`src/sv/slr_pkg.sv`:
```
// Shared types and constants for the scissored line rasterizer.
// No dependencies; every other file imports this package.
`timescale 1ns / 1ps
`default_nettype none

package slr_pkg;

   localparam int COORD_BITS_DEFAULT = 13;
   localparam int QUEUE_DEPTH        = 4;
   localparam int SCISSOR_BITS       = 12;
   localparam int PITCH_BITS         = 13;
   localparam int ADDR_BITS          = 32;
   localparam int CSR_INDEX_BITS     = 3;
   localparam int CSR_DATA_BITS      = 32;

   localparam logic KIND_LOAD = 1'b0;
   localparam logic KIND_STEP = 1'b1;

   typedef enum logic [CSR_INDEX_BITS-1:0] {
      CSR_SCISSOR_LEFT   = 3'd0,
      CSR_SCISSOR_RIGHT  = 3'd1,
      CSR_SCISSOR_TOP    = 3'd2,
      CSR_SCISSOR_BOTTOM = 3'd3,
      CSR_ROW_PITCH      = 3'd4,
      CSR_FRAME_BASE     = 3'd5
   } slr_csr_index_type;

   localparam logic [SCISSOR_BITS-1:0] RESET_SCISSOR_LEFT   = 12'd0;
   localparam logic [SCISSOR_BITS-1:0] RESET_SCISSOR_RIGHT  = 12'd4095;
   localparam logic [SCISSOR_BITS-1:0] RESET_SCISSOR_TOP    = 12'd0;
   localparam logic [SCISSOR_BITS-1:0] RESET_SCISSOR_BOTTOM = 12'd4095;
   localparam logic [PITCH_BITS-1:0]   RESET_ROW_PITCH      = 13'd640;
   localparam logic [ADDR_BITS-1:0]    RESET_FRAME_BASE     = 32'd0;

   typedef struct packed {
      logic [SCISSOR_BITS-1:0] scissor_left;
      logic [SCISSOR_BITS-1:0] scissor_right;
      logic [SCISSOR_BITS-1:0] scissor_top;
      logic [SCISSOR_BITS-1:0] scissor_bottom;
      logic [PITCH_BITS-1:0]   row_pitch;
      logic [ADDR_BITS-1:0]    frame_base;
   } slr_cfg_type;

endpackage

`default_nettype wire

```
`src/sv/slr_req_if.sv`:
```
// Request channel of the line rasterizer: load and step items.
// Depends on slr_pkg for the default coordinate width.
`timescale 1ns / 1ps
`default_nettype none

interface slr_req_if import slr_pkg::*; #(
   parameter int COORD_BITS = COORD_BITS_DEFAULT
);
   logic                         valid;
   logic                         ready;
   logic                         kind;
   logic signed [COORD_BITS-1:0] start_x;
   logic signed [COORD_BITS-1:0] start_y;
   logic signed [COORD_BITS-1:0] end_x;
   logic signed [COORD_BITS-1:0] end_y;

   modport source (output valid, kind, start_x, start_y, end_x, end_y, input ready);
   modport sink   (input valid, kind, start_x, start_y, end_x, end_y, output ready);
endinterface

`default_nettype wire

```
`src/sv/slr_rsp_if.sv`:
```
// Response channel of the line rasterizer: one pixel item per step.
// Depends on slr_pkg for the default coordinate width and address width.
`timescale 1ns / 1ps
`default_nettype none

interface slr_rsp_if import slr_pkg::*; #(
   parameter int COORD_BITS = COORD_BITS_DEFAULT
);
   logic                         valid;
   logic                         ready;
   logic signed [COORD_BITS-1:0] pixel_x;
   logic signed [COORD_BITS-1:0] pixel_y;
   logic [ADDR_BITS-1:0]         pixel_address;
   logic                         write_enable;
   logic                         last;

   modport source (output valid, pixel_x, pixel_y, pixel_address, write_enable, last,
                   input ready);
   modport sink   (input valid, pixel_x, pixel_y, pixel_address, write_enable, last,
                   output ready);
endinterface

`default_nettype wire

```
`src/sv/slr_stepper.sv`:
```
// Front part: accepts load and step items and runs the Bresenham stepper.
// Pushes pixel position items into the queue; depends on slr_pkg.
`timescale 1ns / 1ps
`default_nettype none

module slr_stepper import slr_pkg::*; #(
   parameter int COORD_BITS = COORD_BITS_DEFAULT
) (
   input  logic                         clock,
   input  logic                         reset,
   input  logic                         req_valid,
   output logic                         req_ready,
   input  logic                         req_kind,
   input  logic signed [COORD_BITS-1:0] req_start_x,
   input  logic signed [COORD_BITS-1:0] req_start_y,
   input  logic signed [COORD_BITS-1:0] req_end_x,
   input  logic signed [COORD_BITS-1:0] req_end_y,
   input  logic                         queue_full,
   output logic                         push,
   output logic [2*COORD_BITS:0]        push_data
);

   localparam int DW = COORD_BITS + 1;
   localparam int EW = COORD_BITS + 3;

   logic [COORD_BITS-1:0] pos_x_ff, pos_x_in, pos_y_ff, pos_y_in;
   logic [COORD_BITS-1:0] goal_x_ff, goal_x_in, goal_y_ff, goal_y_in;
   logic [DW-1:0]         delta_x_ff, delta_x_in, delta_y_ff, delta_y_in;
   logic                  dir_x_ff, dir_x_in, dir_y_ff, dir_y_in;
   logic [EW-1:0]         error_ff, error_in;
   logic                  active_ff, active_in;

   logic signed [DW-1:0] dx, dy;
   logic [DW-1:0]        abs_dx, abs_dy;
   logic signed [EW:0]   e2, dx_ext, dy_ext;
   logic                 step_x, step_y, at_end, accept;

   assign req_ready = !queue_full;
   assign accept    = req_valid && req_ready;
   assign at_end    = (pos_x_ff == goal_x_ff) && (pos_y_ff == goal_y_ff);
   assign push      = accept && (req_kind == KIND_STEP) && active_ff;
   assign push_data = {at_end, pos_y_ff, pos_x_ff};

   always_comb begin
      dx     = DW'(req_end_x) - DW'(req_start_x);
      dy     = DW'(req_end_y) - DW'(req_start_y);
      abs_dx = dx[DW-1] ? DW'(-dx) : DW'(dx);
      abs_dy = dy[DW-1] ? DW'(-dy) : DW'(dy);
      e2     = $signed({error_ff, 1'b0});
      dx_ext = $signed((EW+1)'(delta_x_ff));
      dy_ext = $signed((EW+1)'(delta_y_ff));
      step_x = e2 > -dy_ext;
      step_y = e2 < dx_ext;
   end

   always_comb begin
      pos_x_in   = pos_x_ff;
      pos_y_in   = pos_y_ff;
      goal_x_in  = goal_x_ff;
      goal_y_in  = goal_y_ff;
      delta_x_in = delta_x_ff;
      delta_y_in = delta_y_ff;
      dir_x_in   = dir_x_ff;
      dir_y_in   = dir_y_ff;
      error_in   = error_ff;
      active_in  = active_ff;
      if (accept && (req_kind == KIND_LOAD)) begin
         pos_x_in   = req_start_x;
         pos_y_in   = req_start_y;
         goal_x_in  = req_end_x;
         goal_y_in  = req_end_y;
         delta_x_in = abs_dx;
         delta_y_in = abs_dy;
         dir_x_in   = !(req_start_x < req_end_x);
         dir_y_in   = !(req_start_y < req_end_y);
         error_in   = EW'(abs_dx) - EW'(abs_dy);
         active_in  = 1'b1;
      end else if (push) begin
         if (at_end) begin
            active_in = 1'b0;
         end else begin
            if (step_x) begin
               pos_x_in = pos_x_ff + (dir_x_ff ? {COORD_BITS{1'b1}} : COORD_BITS'(1));
            end
            if (step_y) begin
               pos_y_in = pos_y_ff + (dir_y_ff ? {COORD_BITS{1'b1}} : COORD_BITS'(1));
            end
            error_in = error_ff
                     + (step_y ? EW'(delta_x_ff) : EW'(0))
                     - (step_x ? EW'(delta_y_ff) : EW'(0));
         end
      end
   end

   always_ff @(posedge clock) begin
      if (reset) begin
         active_ff <= 1'b0;
      end else begin
         active_ff <= active_in;
      end
   end

   always_ff @(posedge clock) begin
      pos_x_ff   <= pos_x_in;
      pos_y_ff   <= pos_y_in;
      goal_x_ff  <= goal_x_in;
      goal_y_ff  <= goal_y_in;
      delta_x_ff <= delta_x_in;
      delta_y_ff <= delta_y_in;
      dir_x_ff   <= dir_x_in;
      dir_y_ff   <= dir_y_in;
      error_ff   <= error_in;
   end

endmodule

`default_nettype wire

```
`src/sv/slr_queue.sv`:
```
// Short register queue between the stepper and the pixel unit.
// Generic width and depth; depends on slr_pkg for the default width and depth.
`timescale 1ns / 1ps
`default_nettype none

module slr_queue import slr_pkg::*; #(
   parameter int WIDTH = 2 * COORD_BITS_DEFAULT + 1,
   parameter int DEPTH = QUEUE_DEPTH
) (
   input  logic             clock,
   input  logic             reset,
   input  logic             push,
   input  logic [WIDTH-1:0] push_data,
   output logic             full,
   output logic             pop_valid,
   input  logic             pop_ready,
   output logic [WIDTH-1:0] pop_data
);

   localparam int PTR_BITS   = (DEPTH > 1) ? $clog2(DEPTH) : 1;
   localparam int COUNT_BITS = $clog2(DEPTH + 1);

   logic [WIDTH-1:0]      entry_ff [DEPTH];
   logic [PTR_BITS-1:0]   wr_ptr_ff, wr_ptr_in, rd_ptr_ff, rd_ptr_in;
   logic [COUNT_BITS-1:0] count_ff, count_in;
   logic                  pop;

   function automatic logic [PTR_BITS-1:0] next_ptr(input logic [PTR_BITS-1:0] ptr);
      next_ptr = (ptr == PTR_BITS'(DEPTH - 1)) ? PTR_BITS'(0) : ptr + PTR_BITS'(1);
   endfunction

   assign full      = (count_ff == COUNT_BITS'(DEPTH));
   assign pop_valid = (count_ff != COUNT_BITS'(0));
   assign pop       = pop_valid && pop_ready;
   assign pop_data  = entry_ff[rd_ptr_ff];

   always_comb begin
      wr_ptr_in = push ? next_ptr(wr_ptr_ff) : wr_ptr_ff;
      rd_ptr_in = pop ? next_ptr(rd_ptr_ff) : rd_ptr_ff;
      count_in  = count_ff;
      if (push && !pop) begin
         count_in = count_ff + COUNT_BITS'(1);
      end else if (pop && !push) begin
         count_in = count_ff - COUNT_BITS'(1);
      end
   end

   always_ff @(posedge clock) begin
      if (reset) begin
         wr_ptr_ff <= '0;
         rd_ptr_ff <= '0;
         count_ff  <= '0;
      end else begin
         wr_ptr_ff <= wr_ptr_in;
         rd_ptr_ff <= rd_ptr_in;
         count_ff  <= count_in;
      end
   end

   always_ff @(posedge clock) begin
      if (push) begin
         entry_ff[wr_ptr_ff] <= push_data;
      end
   end

endmodule

`default_nettype wire

```
`src/sv/slr_pixel_unit.sv`:
```
// Back part: scissor test and framebuffer address for each queued pixel.
// Two stages (row times pitch, then base add) with stall; depends on slr_pkg.
`timescale 1ns / 1ps
`default_nettype none

module slr_pixel_unit import slr_pkg::*; #(
   parameter int COORD_BITS = COORD_BITS_DEFAULT
) (
   input  logic                         clock,
   input  logic                         reset,
   input  slr_cfg_type                  cfg,
   input  logic                         pop_valid,
   output logic                         pop_ready,
   input  logic [2*COORD_BITS:0]        pop_data,
   output logic                         out_valid,
   input  logic                         out_ready,
   output logic signed [COORD_BITS-1:0] out_pixel_x,
   output logic signed [COORD_BITS-1:0] out_pixel_y,
   output logic [ADDR_BITS-1:0]         out_pixel_address,
   output logic                         out_write_enable,
   output logic                         out_last
);

   localparam int PW = COORD_BITS + PITCH_BITS + 1;
   localparam int CW = ((COORD_BITS > SCISSOR_BITS) ? COORD_BITS : SCISSOR_BITS) + 1;

   logic signed [COORD_BITS-1:0] in_x, in_y;
   logic                         in_last;
   logic signed [CW-1:0]         cmp_x, cmp_y;
   logic                         in_scissor;

   logic                         s1_valid_ff, s1_valid_in;
   logic signed [COORD_BITS-1:0] s1_x_ff, s1_y_ff;
   logic signed [PW-1:0]         s1_prod_ff, s1_prod_in;
   logic                         s1_inside_ff, s1_last_ff;

   logic                         s2_valid_ff, s2_valid_in;
   logic signed [COORD_BITS-1:0] s2_x_ff, s2_y_ff;
   logic [ADDR_BITS-1:0]         s2_addr_ff, s2_addr_in;
   logic                         s2_we_ff, s2_last_ff;
   logic [ADDR_BITS-1:0]         pixel_index;

   logic s2_load, s1_load;

   assign s2_load   = !s2_valid_ff || out_ready;
   assign s1_load   = !s1_valid_ff || s2_load;
   assign pop_ready = s1_load;

   always_comb begin
      in_x       = $signed(pop_data[COORD_BITS-1:0]);
      in_y       = $signed(pop_data[2*COORD_BITS-1:COORD_BITS]);
      in_last    = pop_data[2*COORD_BITS];
      cmp_x      = CW'(in_x);
      cmp_y      = CW'(in_y);
      in_scissor = (cmp_x > $signed(CW'(cfg.scissor_left)))
                && (cmp_x < $signed(CW'(cfg.scissor_right)))
                && (cmp_y > $signed(CW'(cfg.scissor_top)))
                && (cmp_y < $signed(CW'(cfg.scissor_bottom)));
      s1_prod_in = PW'(in_y) * $signed(PW'(cfg.row_pitch));
      s1_valid_in = s1_load ? pop_valid : s1_valid_ff;
   end

   always_comb begin
      pixel_index = ADDR_BITS'(s1_prod_ff) + ADDR_BITS'(s1_x_ff);
      s2_addr_in  = cfg.frame_base + {pixel_index[ADDR_BITS-3:0], 2'b00};
      s2_valid_in = s2_load ? s1_valid_ff : s2_valid_ff;
   end

   always_ff @(posedge clock) begin
      if (reset) begin
         s1_valid_ff <= 1'b0;
         s2_valid_ff <= 1'b0;
      end else begin
         s1_valid_ff <= s1_valid_in;
         s2_valid_ff <= s2_valid_in;
      end
   end

   always_ff @(posedge clock) begin
      if (s1_load) begin
         s1_x_ff      <= in_x;
         s1_y_ff      <= in_y;
         s1_prod_ff   <= s1_prod_in;
         s1_inside_ff <= in_scissor;
         s1_last_ff   <= in_last;
      end
      if (s2_load) begin
         s2_x_ff    <= s1_x_ff;
         s2_y_ff    <= s1_y_ff;
         s2_addr_ff <= s2_addr_in;
         s2_we_ff   <= s1_inside_ff;
         s2_last_ff <= s1_last_ff;
      end
   end

   assign out_valid         = s2_valid_ff;
   assign out_pixel_x       = s2_x_ff;
   assign out_pixel_y       = s2_y_ff;
   assign out_pixel_address = s2_addr_ff;
   assign out_write_enable  = s2_we_ff;
   assign out_last          = s2_last_ff;

endmodule

`default_nettype wire

```
`src/sv/scissored_line_rasterizer.sv`:
```
// Top level of the scissored Bresenham line rasterizer.
// Depends on slr_pkg, slr_req_if, slr_rsp_if, slr_stepper, slr_queue, slr_pixel_unit.
//
// Usage:
//   req_chan carries items. kind = load takes both endpoints and sets up a
//   line; it gives no response. kind = step gives one pixel on rsp_chan while
//   a line is active, and nothing otherwise. A load replaces any active line.
//   csr_* writes the scissor bounds, row pitch and frame base; write only
//   while no item is in flight. Writes to unused indexes are dropped.
// Throughput: one item per cycle while the queue is not full; the stepper
//   registers its new error term and position with each accepted step, so steps may follow each other back to back.
// Path: an accepted step is written into the queue, then registered in the row
//   times pitch stage and in the column and base add stage before rsp_chan shows it.
// Stall: a four-entry queue sits between stepper and pixel unit; when rsp
//   is held off the pipeline holds, the queue fills, and req ready drops.
// Reset: synchronous; clears the line, the queue and the pipeline and sets
//   the registers to their defaults. ready is high the cycle after reset.
`timescale 1ns / 1ps
`default_nettype none

module scissored_line_rasterizer import slr_pkg::*; #(
   parameter int COORD_BITS = COORD_BITS_DEFAULT
) (
   input  logic                      clock,
   input  logic                      reset,
   slr_req_if.sink                   req_chan,
   slr_rsp_if.source                 rsp_chan,
   input  logic                      csr_write_enable,
   input  logic [CSR_INDEX_BITS-1:0] csr_index,
   input  logic [CSR_DATA_BITS-1:0]  csr_write_data
);

   localparam int ITEM_BITS = 2 * COORD_BITS + 1;

   slr_cfg_type cfg_ff, cfg_in;

   logic                 queue_full, push, pop_valid, pop_ready;
   logic [ITEM_BITS-1:0] push_data, pop_data;

   always_comb begin
      cfg_in = cfg_ff;
      if (csr_write_enable) begin
         case (slr_csr_index_type'(csr_index))
            CSR_SCISSOR_LEFT:   cfg_in.scissor_left   = csr_write_data[SCISSOR_BITS-1:0];
            CSR_SCISSOR_RIGHT:  cfg_in.scissor_right  = csr_write_data[SCISSOR_BITS-1:0];
            CSR_SCISSOR_TOP:    cfg_in.scissor_top    = csr_write_data[SCISSOR_BITS-1:0];
            CSR_SCISSOR_BOTTOM: cfg_in.scissor_bottom = csr_write_data[SCISSOR_BITS-1:0];
            CSR_ROW_PITCH:      cfg_in.row_pitch      = csr_write_data[PITCH_BITS-1:0];
            CSR_FRAME_BASE:     cfg_in.frame_base     = csr_write_data[ADDR_BITS-1:0];
            default:            cfg_in = cfg_ff;
         endcase
      end
   end

   always_ff @(posedge clock) begin
      if (reset) begin
         cfg_ff.scissor_left   <= RESET_SCISSOR_LEFT;
         cfg_ff.scissor_right  <= RESET_SCISSOR_RIGHT;
         cfg_ff.scissor_top    <= RESET_SCISSOR_TOP;
         cfg_ff.scissor_bottom <= RESET_SCISSOR_BOTTOM;
         cfg_ff.row_pitch      <= RESET_ROW_PITCH;
         cfg_ff.frame_base     <= RESET_FRAME_BASE;
      end else begin
         cfg_ff <= cfg_in;
      end
   end

   slr_stepper #(
      .COORD_BITS (COORD_BITS)
   ) u_stepper (
      .clock       (clock),
      .reset       (reset),
      .req_valid   (req_chan.valid),
      .req_ready   (req_chan.ready),
      .req_kind    (req_chan.kind),
      .req_start_x (req_chan.start_x),
      .req_start_y (req_chan.start_y),
      .req_end_x   (req_chan.end_x),
      .req_end_y   (req_chan.end_y),
      .queue_full  (queue_full),
      .push        (push),
      .push_data   (push_data)
   );

   slr_queue #(
      .WIDTH (ITEM_BITS),
      .DEPTH (QUEUE_DEPTH)
   ) u_queue (
      .clock     (clock),
      .reset     (reset),
      .push      (push),
      .push_data (push_data),
      .full      (queue_full),
      .pop_valid (pop_valid),
      .pop_ready (pop_ready),
      .pop_data  (pop_data)
   );

   slr_pixel_unit #(
      .COORD_BITS (COORD_BITS)
   ) u_pixel_unit (
      .clock             (clock),
      .reset             (reset),
      .cfg               (cfg_ff),
      .pop_valid         (pop_valid),
      .pop_ready         (pop_ready),
      .pop_data          (pop_data),
      .out_valid         (rsp_chan.valid),
      .out_ready         (rsp_chan.ready),
      .out_pixel_x       (rsp_chan.pixel_x),
      .out_pixel_y       (rsp_chan.pixel_y),
      .out_pixel_address (rsp_chan.pixel_address),
      .out_write_enable  (rsp_chan.write_enable),
      .out_last          (rsp_chan.last)
   );

endmodule

`default_nettype wire

```
`src/flat_wrapper.sv`:
```
// flat-port wrapper written by rule: the top's interface ports become plain ports
module scissored_line_rasterizer_flat import slr_pkg::*;
#(
   parameter int COORD_BITS = COORD_BITS_DEFAULT
)
  (clock, reset, csr_write_enable, csr_index, csr_write_data, req_chan_valid, req_chan_kind, req_chan_start_x, req_chan_start_y, req_chan_end_x, req_chan_end_y, req_chan_ready, rsp_chan_valid, rsp_chan_pixel_x, rsp_chan_pixel_y, rsp_chan_pixel_address, rsp_chan_write_enable, rsp_chan_last, rsp_chan_ready);
  slr_req_if #(.COORD_BITS(COORD_BITS)) req_chan_i ();
  slr_rsp_if #(.COORD_BITS(COORD_BITS)) rsp_chan_i ();
  input  logic clock;
  input  logic reset;
  input  logic csr_write_enable;
  input  logic [CSR_INDEX_BITS-1:0] csr_index;
  input  logic [CSR_DATA_BITS-1:0] csr_write_data;
  input wire logic [$bits(req_chan_i.valid)-1:0] req_chan_valid;
  input wire logic [$bits(req_chan_i.kind)-1:0] req_chan_kind;
  input wire logic [$bits(req_chan_i.start_x)-1:0] req_chan_start_x;
  input wire logic [$bits(req_chan_i.start_y)-1:0] req_chan_start_y;
  input wire logic [$bits(req_chan_i.end_x)-1:0] req_chan_end_x;
  input wire logic [$bits(req_chan_i.end_y)-1:0] req_chan_end_y;
  output wire logic [$bits(req_chan_i.ready)-1:0] req_chan_ready;
  output wire logic [$bits(rsp_chan_i.valid)-1:0] rsp_chan_valid;
  output wire logic [$bits(rsp_chan_i.pixel_x)-1:0] rsp_chan_pixel_x;
  output wire logic [$bits(rsp_chan_i.pixel_y)-1:0] rsp_chan_pixel_y;
  output wire logic [$bits(rsp_chan_i.pixel_address)-1:0] rsp_chan_pixel_address;
  output wire logic [$bits(rsp_chan_i.write_enable)-1:0] rsp_chan_write_enable;
  output wire logic [$bits(rsp_chan_i.last)-1:0] rsp_chan_last;
  input wire logic [$bits(rsp_chan_i.ready)-1:0] rsp_chan_ready;
  assign req_chan_i.valid = req_chan_valid;
  assign req_chan_i.kind = req_chan_kind;
  assign req_chan_i.start_x = req_chan_start_x;
  assign req_chan_i.start_y = req_chan_start_y;
  assign req_chan_i.end_x = req_chan_end_x;
  assign req_chan_i.end_y = req_chan_end_y;
  assign req_chan_ready = req_chan_i.ready;
  assign rsp_chan_valid = rsp_chan_i.valid;
  assign rsp_chan_pixel_x = rsp_chan_i.pixel_x;
  assign rsp_chan_pixel_y = rsp_chan_i.pixel_y;
  assign rsp_chan_pixel_address = rsp_chan_i.pixel_address;
  assign rsp_chan_write_enable = rsp_chan_i.write_enable;
  assign rsp_chan_last = rsp_chan_i.last;
  assign rsp_chan_i.ready = rsp_chan_ready;
  scissored_line_rasterizer #(.COORD_BITS(COORD_BITS)) u_core (.clock(clock), .reset(reset), .req_chan(req_chan_i), .rsp_chan(rsp_chan_i), .csr_write_enable(csr_write_enable), .csr_index(csr_index), .csr_write_data(csr_write_data));
endmodule
```
`config.mk`:
```
export PLATFORM = sky130hd
export DESIGN_NAME = scissored_line_rasterizer_flat
export DESIGN_NICKNAME = d
export VERILOG_FILES = /design/src/sv/slr_pkg.sv /design/src/sv/slr_req_if.sv /design/src/sv/slr_rsp_if.sv /design/src/sv/slr_stepper.sv /design/src/sv/slr_queue.sv /design/src/sv/slr_pixel_unit.sv /design/src/sv/scissored_line_rasterizer.sv /design/src/flat_wrapper.sv
export SDC_FILE = /design/constraint.sdc
export NUM_CORES = 1
export LEC_CHECK = 0
export ABC_AREA = 0
export BUFFER_PORTS_ARGS = -buffer_cell sky130_fd_sc_hd__buf_4
export CAP_MARGIN = 20
export CORE_ASPECT_RATIO = 0.5
export CORE_MARGIN = 3
export CORE_UTILIZATION = 25
export CTS_BUF_LIST = sky130_fd_sc_hd__clkbuf_8
export CTS_CLUSTER_SIZE = 12
export DETAILED_ROUTE_END_ITERATION = 8
export PLACE_DENSITY = 0.42
export SLEW_MARGIN = 10
export SYNTH_ARGS = -nofsm -noshare
export SYNTH_HDL_FRONTEND = slang
export SYNTH_SLANG_ARGS = --single-unit
```
`constraint.sdc`:
```
create_clock -name clock -period 6.5 [get_ports clock]
set_input_delay 0.65 -clock clock [delete_from_list [all_inputs] [get_ports clock]]
set_output_delay 0.65 -clock clock [all_outputs]
set_load 0.03 [all_outputs]
```
# Word-level counts from Yosys, hierarchy flattened

Memories as Yosys holds them, arrays and structs flattened. A register that Yosys moved wholly into a read port is not among the register bits.
Index checks and enable logic that the tools add are counted.

Register bits after elaboration: 316
Bits in latches: 0
Bits in writable memories: 108
ROM bits: 0
Memories: 1

Memories:

| name                    | words | bits a word | rd ports | clocked after memory_dff | write ports | line            | RTL |
|---|---|---|---|---|---|---|---|
| u_core.u_queue.entry_ff | 4     | 27          | 1        | 1                        | 1           | slr_queue.sv:23 | `logic [WIDTH-1:0] entry_ff [DEPTH];` |

Add/subtract/negate cells: 16
$mul: 1
Div/mod/pow operators: 0
Magnitude comparators: 8
Equal/unequal tests: 11
Shift-type cells: 0
Mux-type cells: 28
Bitwise operators: 1
Reduce and logical (&&, ||, !) cells: 37

Operators with widths:

| operator                                   | number |
|---|---|
| 2-to-1 mux 13 bit                          | 10 |
| 2-to-1 mux 14 bit                          | 4 |
| < comparator 13 bit                        | 4 |
| 2-to-1 mux 16 bit                          | 3 |
| adder 32 bit                               | 1 |
| adder 27 x 13 -> 28 bit                    | 1 |
| negator 14 bit                             | 2 |
| subtractor 13 x 13 -> 14 bit               | 2 |
| multiplier 13 x 14 -> 27 bit               | 1 |
| adder 13 bit                               | 2 |
| equality test 13 bit                       | 2 |
| > comparator 13 bit                        | 2 |
| > comparator 17 bit                        | 1 |
| < comparator 17 x 15 -> 1 bit              | 1 |
| negator 14 -> 17 bit                       | 1 |
| adder 16 x 14 -> 16 bit                    | 1 |
| AND reduction 2 bit                        | 8 |
| subtractor 16 x 14 -> 16 bit               | 1 |
| subtractor 14 x 14 -> 15 bit               | 1 |
| logical AND 1 bit                          | 11 |
| nonzero test 2 bit                         | 5 |
| equality test 3 bit, second input constant | 3 |
| 2-to-1 mux 2 bit                           | 4 |
| zero test 1 bit                            | 7 |
| other kinds (14)                           | 24 |

# Logic depth before layout (Yosys ltp)

Gate-level depths: netlist (run 1).

Word-level depth: 9
Depth in mapped cells: 25
Depth with buffers taken out: 25

# Modules after synthesis

Synthesis (run 1) repeated with hierarchy kept, for this count alone.

Cells, all modules: 2,872
Area, all modules: 30,763.3 µm²

By module, submodules not included:

| module                    | times used | cells each | area each (µm²) |
|---|---|---|---|
| slr_pixel_unit            | 1          | 1,303      | 13,231.4 |
| slr_stepper               | 1          | 1,028      | 9,385.3 |
| slr_queue                 | 1          | 185        | 4,401.7 |
| scissored_line_rasterizer | 1          | 356        | 3,744.8 |

# Least setup slack after synthesis (run 1)

Ideal clock, no wire load.

Kind: register to register
From: reg with a tool-made name
To: reg u_core.u_pixel_unit.s1_prod_ff[24] (data pin)
Setup time: 0.279 ns
Arrival: 6.761 ns
Slack: -0.540 ns
Stages on the path, launching flop included: 25
Cells stage by stage: dfxtp_1 -> buf_2 -> buf_2 -> mux4_2 -> clkbuf_1 -> and2_1 -> fa_1 -> inv_1 -> fa_1 -> inv_1 -> fa_1 -> fa_1 -> inv_1 -> fa_1 -> inv_1 -> fa_1 -> ha_1 -> o21ai_0 -> nor2_1 -> nand3_1 -> o211a_1 -> o21ai_0 -> nand3_1 -> nand4_1 -> or4b_2

RTL lines:

| element              | line                 | RTL |
|---|---|---|
| end signal, assigned | slr_pixel_unit.sv:83 | `s1_prod_ff <= s1_prod_in;` |
| end, declared        | slr_pixel_unit.sv:34 | `logic signed [PW-1:0] s1_prod_ff, s1_prod_in;` |

==> flow_summary.toml, run 1 <==
[grt]
grt_max_degree = 59
track_usage = 0.135
antenna_found_initial = 4
grt_pass1_wl_um = 132000
grt_overflow_total = 0
grt_pass1_vias = 22600

[logic_synthesis]
syn_nets = 3531
synth-xor-area-share = 0.0612
synth_top_family_by_area = "adder cells"
synthArstFlopShare = 0
syn_avg_cell_area_um2 = 10.2
synth_cells = 2977
synth_cell_types = 81
synthFlopType = "edfxtp_1"
ys_warn_count = 0
synth-simple-area-share = 0.133
synth_adder_area_share = 0.226
synthMuxAreaShare = 0.0228
synth_compound_area_frac = 0.117
ys_seq_area_frac = 0.387
synth_edf_count = 321
synth_area_um2 = 30300
synth-seq-cells = 426

[power_and_ir_drop]
peakVddDrop_mv = 0.431
comb_power_share = 0.648
switching_power_mw = 8.58
p_int_mw = 10.9
switching_share = 0.441
powerDensity_nw_per_um2 = 543
p_leak_nw = 15.4
clkPwrFrac = 0.124
pwr-share-seq = 0.228

[routing]
ant_nets = 0
detail_route.wl_per_cell_um = 17.5
top_layer = "met4"
drc = 0
drtPass1Iterations = 5
met1_length_um = 41300
wl_met3_um = 2750
dr_total_vias = 21800
wl_met2_um = 39700
avgViaCountPerCell = 4.45
drtIter0Drc = 1069
finalWirelength_um = 85500

[min_path]
holdPathStages = 1
hp-class = "in2reg"

[floorplan]
die_h_um = 252
core_area_um2 = 119000
chipWidth_um = 498
dieArea_um2 = 126000
num_rows = 89
ios = 155
start_util = 0.254

[clock_tree]
cts-root-buf = "clkbuf_8"
clkLatencyLatePin_ns = 0.71
cts_buffers = 73
clkTransAtPathRegs_ns = 0.06
clock_sinks = 426
clock_path_buffers = 3
htreeDepth = 3
tritoncts = "built"

[sta]
fin_crit_ns = 6.32
slew_headroom = 0.368
tns_ns = 0
worstMarginPinSlew_ns = 0.944
finalHoldViolCount = 0
fmax_mhz = 158
finalMaxSlewViolations = 0
finalClockSkew_ns = 0.0349
period_share = 0.973
grt_setup_unrepaired = "yes"
setup_viol = 0

[layout]
final_nets = 3800
drive_gt1_frac = 0.146
syn_to_final_growth_pct = 18.1
post-route-util = 0.301

[setup_path]
arrival_ns = 6.77
path_class = "reg2reg"
reg2reg_depth = 20
worstReg2RegEnd = "u_core.u_pixel_unit.s1_prod_ff[24]"
rrSetupSlack_ns = 0.18
cp.required_ns = 6.95
cp-endpoint = "u_core.u_pixel_unit.s1_prod_ff[24]"
critPathMaxFanout = 9
startpoint_type = "flop"
crit_path_end_kind = "flop"

[placement]
gp_congestion = 0.822
dpl.hpwl_um = 66200
portBuffers = 154

[outcome]
status = "completed"

[job]
maxCapViolCount = 0
-- cells in the mapped netlist (12+ instances only) --
cell      count  area [um^2]
nor4_1       12         75.1
dfxtp_1     105         2100
xnor2_1     142         1240
ha_1        318         3980
xor2_1       68          596
nor3_1       44          220
nor2_1      147          552
nand2b_1     26          163
clkbuf_1     78          293
o21bai_1     20          150
o21ai_0      94          470
and3_1       19          119
o211ai_1     16          120
inv_1       334         1250
nor2b_1      30          188
a21oi_1     231         1160
o21a_1       23          173
and2_1       91          569
a21o_1       59          443
edfxtp_1    321         9640
nand3b_1     16          120
nand4_1      21          131
or3_1        14         87.6
mux4_2       27          608
o31ai_1      17          128
a211o_1      18          158
nand3_1      45          225
nand2_1     367         1380
a211oi_1     16          120
fa_1        143         2860
-- cell families (layout without fill, tap and decap cells) --
logic type               after synthesis  in the layout
AND/OR/NAND/NOR                      858            858
AO/OA/AOI/OAI                        565            565
adder cells (fa/ha/maj)              461            461
flip-flops                           426            426
buffers and inverters                421            749
XOR/XNOR                             211            211
multiplexers                          35             35
other                                  0              2
-- flip-flops by register name, summed over array words and instances, names as in the netlist, 14 cells and up, named ones only --
register / cells
u_core.cfg_ff: 93
u_core.u_stepper.error_ff: 16
u_core.u_queue.entry_ff: 108
u_core.u_stepper.delta_x_ff: 14
u_core.u_pixel_unit.out_pixel_address: 32
u_core.u_pixel_unit.s1_prod_ff: 27
u_core.u_stepper.delta_y_ff: 14
-- how the worst min path moves through the flow --
stage	end	start
5_1_grt	u_core.u_stepper.goal_y_ff[10]	req_chan_end_y[10]
4_1_cts	u_core.u_stepper.goal_y_ff[10]	req_chan_end_y[10]
2_1_floorplan	u_core.u_pixel_unit.out_last	u_core.u_pixel_unit.s1_last_ff
3_3_place_gp	u_core.u_pixel_unit.out_write_enable	u_core.u_pixel_unit.s1_inside_ff
3_5_place_dp	u_core.u_pixel_unit.out_pixel_y[2]	u_core.u_pixel_unit.s1_y_ff[2]
6_report	u_core.u_stepper.goal_y_ff[10]	req_chan_end_y[10]
-- per-stage QoR --
step                      setup WS, ns  hold WS (ns)  power, mW  cells  cell area (um^2)
after floorplan                 0.0940         0.400       13.1   2977             30400
after global placement         -0.0627         0.405       16.7   4745             34000
after detailed placement        -0.131         0.407       16.7   4745             34000
after CTS                       0.0126        0.0414       19.4   4879             35400
after global routing           -0.0484        0.0706       21.4   4899             35800
final                            0.179         0.139       19.5   4899             35800
-- cell usage in the layout, fill, tap and decap left out, drive strengths merged, types with 18 or more instances in the layout --
cell type  netlist  routed
nand2          367     367
nor3            44      44
nor2           147     147
buf              8     281
edfxtp         321     321
clkinv           0      21
o21ai           97      97
inv            334     359
dfxtp          105     105
and2            91      91
fa             143     143
o21a            23      23
clkbuf          79      83
o21bai          21      21
nand3           46      46
nand4           21      21
xor2            68      68
xnor2          143     143
a211o           18      18
ha             318     318
a21o            59      59
nor2b           31      31
mux4            27      27
and3            19      19
a21oi          232     232
nand2b          26      26
-- worst max-delay path, cell delays in order, from the launching register on --
cell     delay [ns]
dfxtp_4        0.40
buf_12         0.14
mux4_2         0.54
and2_1         0.20
fa_1           0.51
inv_1          0.05
fa_1           0.48
inv_1          0.05
fa_1           0.48
fa_1           0.57
fa_1           0.45
fa_1           0.53
ha_4           0.30
o21ai_1        0.06
nor2_1         0.15
nand3_1        0.09
o211a_1        0.26
o21ai_2        0.18
nand3_2        0.10
nand4_1        0.08
or4b_4         0.45
-- power by group through the flow --
stage | Clock, mW | Sequential [mW] | Combinational (mW)
detailed placement | 0 | 4.52 | 12.2
CTS | 2.54 | 4.47 | 12.4
global route | 2.66 | 4.51 | 14.3
finish | 2.42 | 4.44 | 12.6
floorplan | 0 | 4.71 | 8.37
global placement | 0 | 4.51 | 12.2
-- repair_timing --
item                       in CTS  in global routing
pin swaps                       0                 26
hold buffers                    0                  0
resized for setup               4                 53
setup endpoints to repair       4                 11
setup buffers                   0                 18
-- metal layers --
metal  GRT usage  up-vias
met5           0        -
li1            -    10900
met3      0.0228      113
met4      0.0338        0
met1       0.183    10500
met2       0.224      300
-- final cells by class --
cell class	instances	area [um^2]
clock buffer	83	1140
tap	1592	1990
clock inverter	51	255
fill	12500	83300
timing repair buffer	281	2180
inverter	334	1260
sequential	426	11700
antenna	2	5.00
multi-input combinational	2130	17200
Note: power is estimated with default switching activity, not from simulation.
==> inputs of run 2 (changes only) <==
--- a/config.mk
+++ b/config.mk
@@ -11,9 +11,9 @@
 export CORE_ASPECT_RATIO = 0.5
 export CORE_MARGIN = 3
 export CORE_UTILIZATION = 25
-export CTS_BUF_LIST = sky130_fd_sc_hd__clkbuf_8
-export CTS_CLUSTER_SIZE = 12
+export CTS_BUF_LIST = sky130_fd_sc_hd__clkbuf_4
 export DETAILED_ROUTE_END_ITERATION = 8
+export MAX_ROUTING_LAYER = met4
 export PLACE_DENSITY = 0.42
 export SLEW_MARGIN = 10
 export SYNTH_ARGS = -nofsm -noshare
==> run 2 against run 1 <==
Highest routed layer unchanged. Worst setup slack better by 0.060 ns. Sequential cell count unchanged. Sequential share of layout area down 0.89 points. First-iteration DRC count up 6.6%. Via count up 3.2%. Maximum frequency up 0.95%. Die area unchanged. Sequential power about the same.
==> flow_summary.toml, run 2 (same netlist as run 1, synthesis figures left out) <==
[setup_path]
critPathMaxFanout = 6
crit_buf_inv = 4
cp.required_ns = 7.19
startpoint_type = "flop"
rrSetupSlack_ns = 0.24
worstReg2RegEnd = "u_core.u_pixel_unit.s1_prod_ff[24]"
cp_slowest_cell = "mux4_2"
arrival_ns = 6.95
cpMostUsedCell = "fa_1"
cp.depth = 21
crit_path_end_kind = "flop"
cp_top_family = "adder cells"
path_cells = "mux4_2 > and2_4 > fa_1 > inv_1 > fa_1 > inv_1 > fa_1 > inv_1 > fa_1 > fa_1 > inv_1 > ha_4 > ha_4 > a21oi_2 > o22ai_2 > nor4_4 > o211a_1 > o21ai_2 > nand3_2 > a21oi_1 > or4b_4"
reg2reg_depth = 21
path_class = "reg2reg"
worst_path_largest_cell_delay_ns = 0.56

[clock_tree]
htreeDepth = 3
clock_sinks = 426
tritoncts = "built"
clkTransAtPathRegs_ns = 0.07
clock_path_buffers = 3
cts_buffers = 113
clkLatencyLatePin_ns = 0.99
cts-root-buf = "clkbuf_4"

[sta]
worstMarginPinSlew_ns = 0.925
fmax_mhz = 160
fin_crit_ns = 6.26
grt_setup_unrepaired = "yes"
finalMaxSlewViolations = 0
setup_viol = 0
finalHoldViolCount = 0
tns_ns = 0
slew_headroom = 0.381
finalClockSkew_ns = 0.0826
period_share = 0.963

[routing]
drc = 0
ant_nets = 0
detail_route.wl_per_cell_um = 17.1
avgViaCountPerCell = 4.44
finalWirelength_um = 86700
dr_total_vias = 22500
drtIter0Drc = 1140
drtPass1Iterations = 5

[power_and_ir_drop]
p_leak_nw = 15.8
peakVddDrop_mv = 0.474
finalPower_mw = 19.6
powerDensity_nw_per_um2 = 533

[layout]
fillerInstances = 12500
mostFrequentLayoutCells = "nand2_1, inv_1, edfxtp_1"
drive_gt1_frac = 0.166
largest_register_ffs = 108
final_common_cell = "nand2_1"
final_nets = 3927
syn_to_final_growth_pct = 21.4
regMostFlops = "u_core.u_queue.entry_ff"
post-route-util = 0.309

[placement]
gp_congestion = 0.835
portBuffers = 154
dpl.hpwl_um = 66200

[min_path]
holdPathStages = 3
worstHoldStart = "req_chan_start_y[2]"
worstHoldEndpoint = "u_core.u_stepper.pos_y_ff[2]"
hp-class = "in2reg"

[job]
maxCapViolCount = 0

[floorplan]
dieArea_um2 = 126000
core_area_um2 = 119000
num_rows = 89
chipWidth_um = 498
ios = 155
start_util = 0.254
die_h_um = 252

[grt]
grt_max_degree = 59
antenna_found_initial = 6
grt_overflow_total = 0
grt_pass1_wl_um = 134000
grt_pass1_vias = 23400
track_usage = 0.141

[outcome]
status = "completed"
run 2: power by group:
part	switching (mW)	internal [mW]
registers	0.407	4.03
clock network	1.22	1.25
logic	6.99	5.70
run 2: layout make-up:
type                       instances  area, um^2  share of cell area
multi-input combinational       2130       17200               0.468
sequential                       426       11700               0.319
timing repair buffer             368        3070              0.0834
tap                             1592        1990              0.0541
clock buffer                     173        1300              0.0353
inverter                         334        1260              0.0341
clock inverter                    37         184             0.00500
antenna                            8        20.0            0.000544
run 2: timing repair:
action,4_1_cts,5_1_grt
cloned,0,1
setup buffers,0,19
pin swaps,0,31
resized for setup,3,56
setup endpoints to repair,3,11
hold buffers,85,0
endpoints found under the hold margin,146,0
run 2: tightest hold or removal path, delay by kind of cell:
kind | cells | cell delay, ns
compound gates | 1 | 0.15
buf+inv | 2 | 0.19
run 2: worst max-delay path by stage:
stage | startpoint | end
floorplan | flop | u_core.u_pixel_unit.s1_prod_ff[24]
global placement | flop | u_core.u_pixel_unit.s1_prod_ff[24]
detailed placement | flop | u_core.u_pixel_unit.s1_prod_ff[24]
CTS | flop | u_core.u_pixel_unit.s1_prod_ff[24]
global route | flop | u_core.u_pixel_unit.s1_prod_ff[23]
finish | flop | u_core.u_pixel_unit.s1_prod_ff[24]
run 2: per-layer routing:
metal	routed length, um	global-route usage	up-vias
li1	-	-	11200
met1	41600	0.182	10800
met2	40000	0.226	355
met3	2920	0.0255	145
met4	2200	0.0419	0
met5	0	-	-
run 2: stage by stage:
| step | hold WS (ns) | cells | setup slack (ns) | cell area [um^2] |
|---|---|---|---|---|
| 2_1_floorplan | 0.400 | 2977 | 0.0940 | 30400 |
| 3_3_place_gp | 0.405 | 4745 | -0.0627 | 34000 |
| 3_5_place_dp | 0.407 | 4745 | -0.131 | 34000 |
| 4_1_cts | 0.0307 | 5040 | 0.0161 | 36300 |
| 5_1_grt | 0.0880 | 5068 | -0.0393 | 36800 |
| 6_report | 0.179 | 5068 | 0.238 | 36800 |
==> inputs of run 3 (changes only) <==
--- a/config.mk
+++ b/config.mk
@@ -18,4 +18,5 @@
 export SLEW_MARGIN = 10
 export SYNTH_ARGS = -nofsm -noshare
 export SYNTH_HDL_FRONTEND = slang
+export SYNTH_HIERARCHICAL = 1
 export SYNTH_SLANG_ARGS = --single-unit
==> run 3 against run 2 <==
Clock power increased by 4%. Global-route usage decreased by 0.12 points. Final area about the same. Worst hold slack improved by 0.024 ns. Maximum frequency decreased by 1.4%. Worst setup slack got worse by 0.091 ns. Sequential share of layout area about the same. Die area increased by 1.5%. Largest power group unchanged.
==> flow_summary.toml, run 3 <==
[setup_path]
cp.required_ns = 7.24
crit_path_end_kind = "flop"
cpMostUsedCell = "fa_1"
worstReg2RegEnd = "u_core/u_pixel_unit/s1_prod_ff[25]"
cp.depth = 20
worst_path_largest_cell_delay_ns = 0.58
cp_top_family = "adder cells"
rrSetupSlack_ns = 0.15
cp_slowest_cell = "mux4_2"
startpoint_type = "flop"
critPathMaxFanout = 6
crit_buf_inv = 4
path_cells = "buf_6 > mux4_2 > buf_6 > and2_4 > fa_1 > inv_2 > fa_1 > inv_1 > fa_1 > fa_2 > fa_2 > ha_4 > ha_2 > a21o_1 > o41a_1 > a41o_1 > o41ai_4 > o211ai_1 > a21oi_1 > xnor2_1"
path_class = "reg2reg"
arrival_ns = 7.09
reg2reg_depth = 20

[min_path]
holdPathStages = 3
worstHoldEndpoint = "u_core/u_stepper/pos_y_ff[2]"
hp-class = "in2reg"
worstHoldStart = "req_chan_start_y[2]"

[routing]
drc = 0
detail_route.wl_per_cell_um = 17.4
dr_total_vias = 21700
drtPass1Iterations = 5
ant_nets = 0
avgViaCountPerCell = 4.39
finalWirelength_um = 85700
drtIter0Drc = 1071

[grt]
antenna_found_initial = 4
grt_pass1_wl_um = 134000
grt_max_degree = 68
grt_overflow_total = 0
grt_pass1_vias = 22800
track_usage = 0.140

[logic_synthesis]
synth_edf_count = 321
synthArstFlopShare = 0
ys_seq_area_frac = 0.382
synth_cells = 2872
synth_common_cells = "edfxtp_1, ha_1, inv_1"
synth_area_leaders = "edfxtp_1, ha_1, fa_1, dfxtp_1, inv_1"
synthFlopType = "edfxtp_1"
synth_area_um2 = 30800
syn_avg_cell_area_um2 = 10.7
ys_warn_count = 6
yosys.area.top_type = "edfxtp_1"
yosysMostFrequentCell = "edfxtp_1"
synth-seq-cells = 426
synth_top_area_share = 0.313
synth_cell_types = 94
syn_nets = 3426

[clock_tree]
clkLatencyLatePin_ns = 1.00
htreeDepth = 3
clock_sinks = 426
cts-root-buf = "clkbuf_4"
clkTransAtPathRegs_ns = 0.07
cts_buffers = 111
clock_path_buffers = 3
tritoncts = "built"

[layout]
largest_register_ffs = 108
mostFrequentLayoutCells = "edfxtp_1, inv_1, ha_1"
drive_gt1_frac = 0.152
syn_to_final_growth_pct = 19.7
fin_area_um2 = 36800
fillerInstances = 12500
multiInputGateArea_um2 = 17600
regArea_um2 = 11700
regMostFlops = "u_core/u_queue/entry_ff"
final_nets = 3781
final_common_cell = "edfxtp_1"
post-route-util = 0.304

[sta]
setup_viol = 0
finalMaxSlewViolations = 0
fmax_mhz = 157
period_share = 0.977
finalHoldViolCount = 0
slew_headroom = 0.316
finalClockSkew_ns = 0.104
worstMarginPinSlew_ns = 1.02
fin_crit_ns = 6.35

[floorplan]
die_h_um = 254
dieArea_um2 = 128000
start_util = 0.254
ios = 155
num_rows = 90
chipWidth_um = 502
core_area_um2 = 121000

[power_and_ir_drop]
p_leak_nw = 16.0
peakVddDrop_mv = 0.389
powerDensity_nw_per_um2 = 519

[placement]
portBuffers = 154
dpl.hpwl_um = 66300
gp_congestion = 0.834
dpl_cell_area_um2 = 34200

[outcome]
status = "completed"

[job]
maxCapViolCount = 0
==> run 3: worst max path at each step <==
stage | start | end
2_1_floorplan | flop | u_core/u_pixel_unit/s1_prod_ff[26]
3_3_place_gp | flop | u_core/u_pixel_unit/s1_prod_ff[25]
3_5_place_dp | flop | u_core/u_pixel_unit/s1_prod_ff[25]
4_1_cts | flop | u_core/u_pixel_unit/s1_prod_ff[25]
5_1_grt | flop | u_core/u_pixel_unit/s1_prod_ff[25]
6_report | flop | u_core/u_pixel_unit/s1_prod_ff[25]
==> run 3: report_power, final <==
group	switching (mW)	total, mW	internal [mW]
registers	0.427	4.45	4.02
clock network	1.25	2.58	1.33
logic	6.81	12.1	5.26
==> run 3: routing by layer <==
layer	track usage	vias to the layer above	routed length, um
met5	-	-	0
met4	0.0375	0	2030
met3	0.0277	140	2660
met2	0.219	289	39100
met1	0.185	10400	41900
li1	-	10800	-
==> run 3: final cells by class <==
cell class | count | area share
antenna | 11 | 0.000748
multi-input combinational | 2049 | 0.479
timing repair buffer | 320 | 0.0729
tap | 1610 | 0.0547
clock buffer | 151 | 0.0308
clock inverter | 55 | 0.0106
sequential | 426 | 0.319
inverter | 319 | 0.0326
==> run 3: timing repair <==
action	4_1_cts	5_1_grt
hold buffers	86	0
endpoints found under the setup margin	0	9
endpoints found under the hold margin	114	0
gates resized for setup	0	41
buffers inserted	0	9
==> run 3: stage by stage <==
step | total power, mW | setup TNS, ns | std cells | hold slack [ns] | setup WS [ns]
after CTS | 19.2 | 0 | 4920 | 0.0137 | 0.0131
after floorplan | 13.1 | 0 | 2872 | 0.400 | 0.0331
final | 19.1 | 0 | 4941 | 0.203 | 0.148
after global routing | 21.2 | -0.0410 | 4940 | 0.0366 | -0.0231
after detailed placement | 16.4 | -0.0409 | 4628 | 0.412 | -0.0409
after global placement | 16.4 | 0 | 4628 | 0.411 | 0.00654
==> run 3: cells by family after synthesis <==
group	synth area share
simple gates	0.133
compound gates	0.102
fa+ha+maj	0.222
flops	0.382
buf+inv	0.0509
xor+xnor	0.0569
mux	0.0535
==> run 3: tightest hold or removal path: stages <==
cell	delay (ns)
buf_4	0.08
inv_1	0.14
o21ai_0	0.19
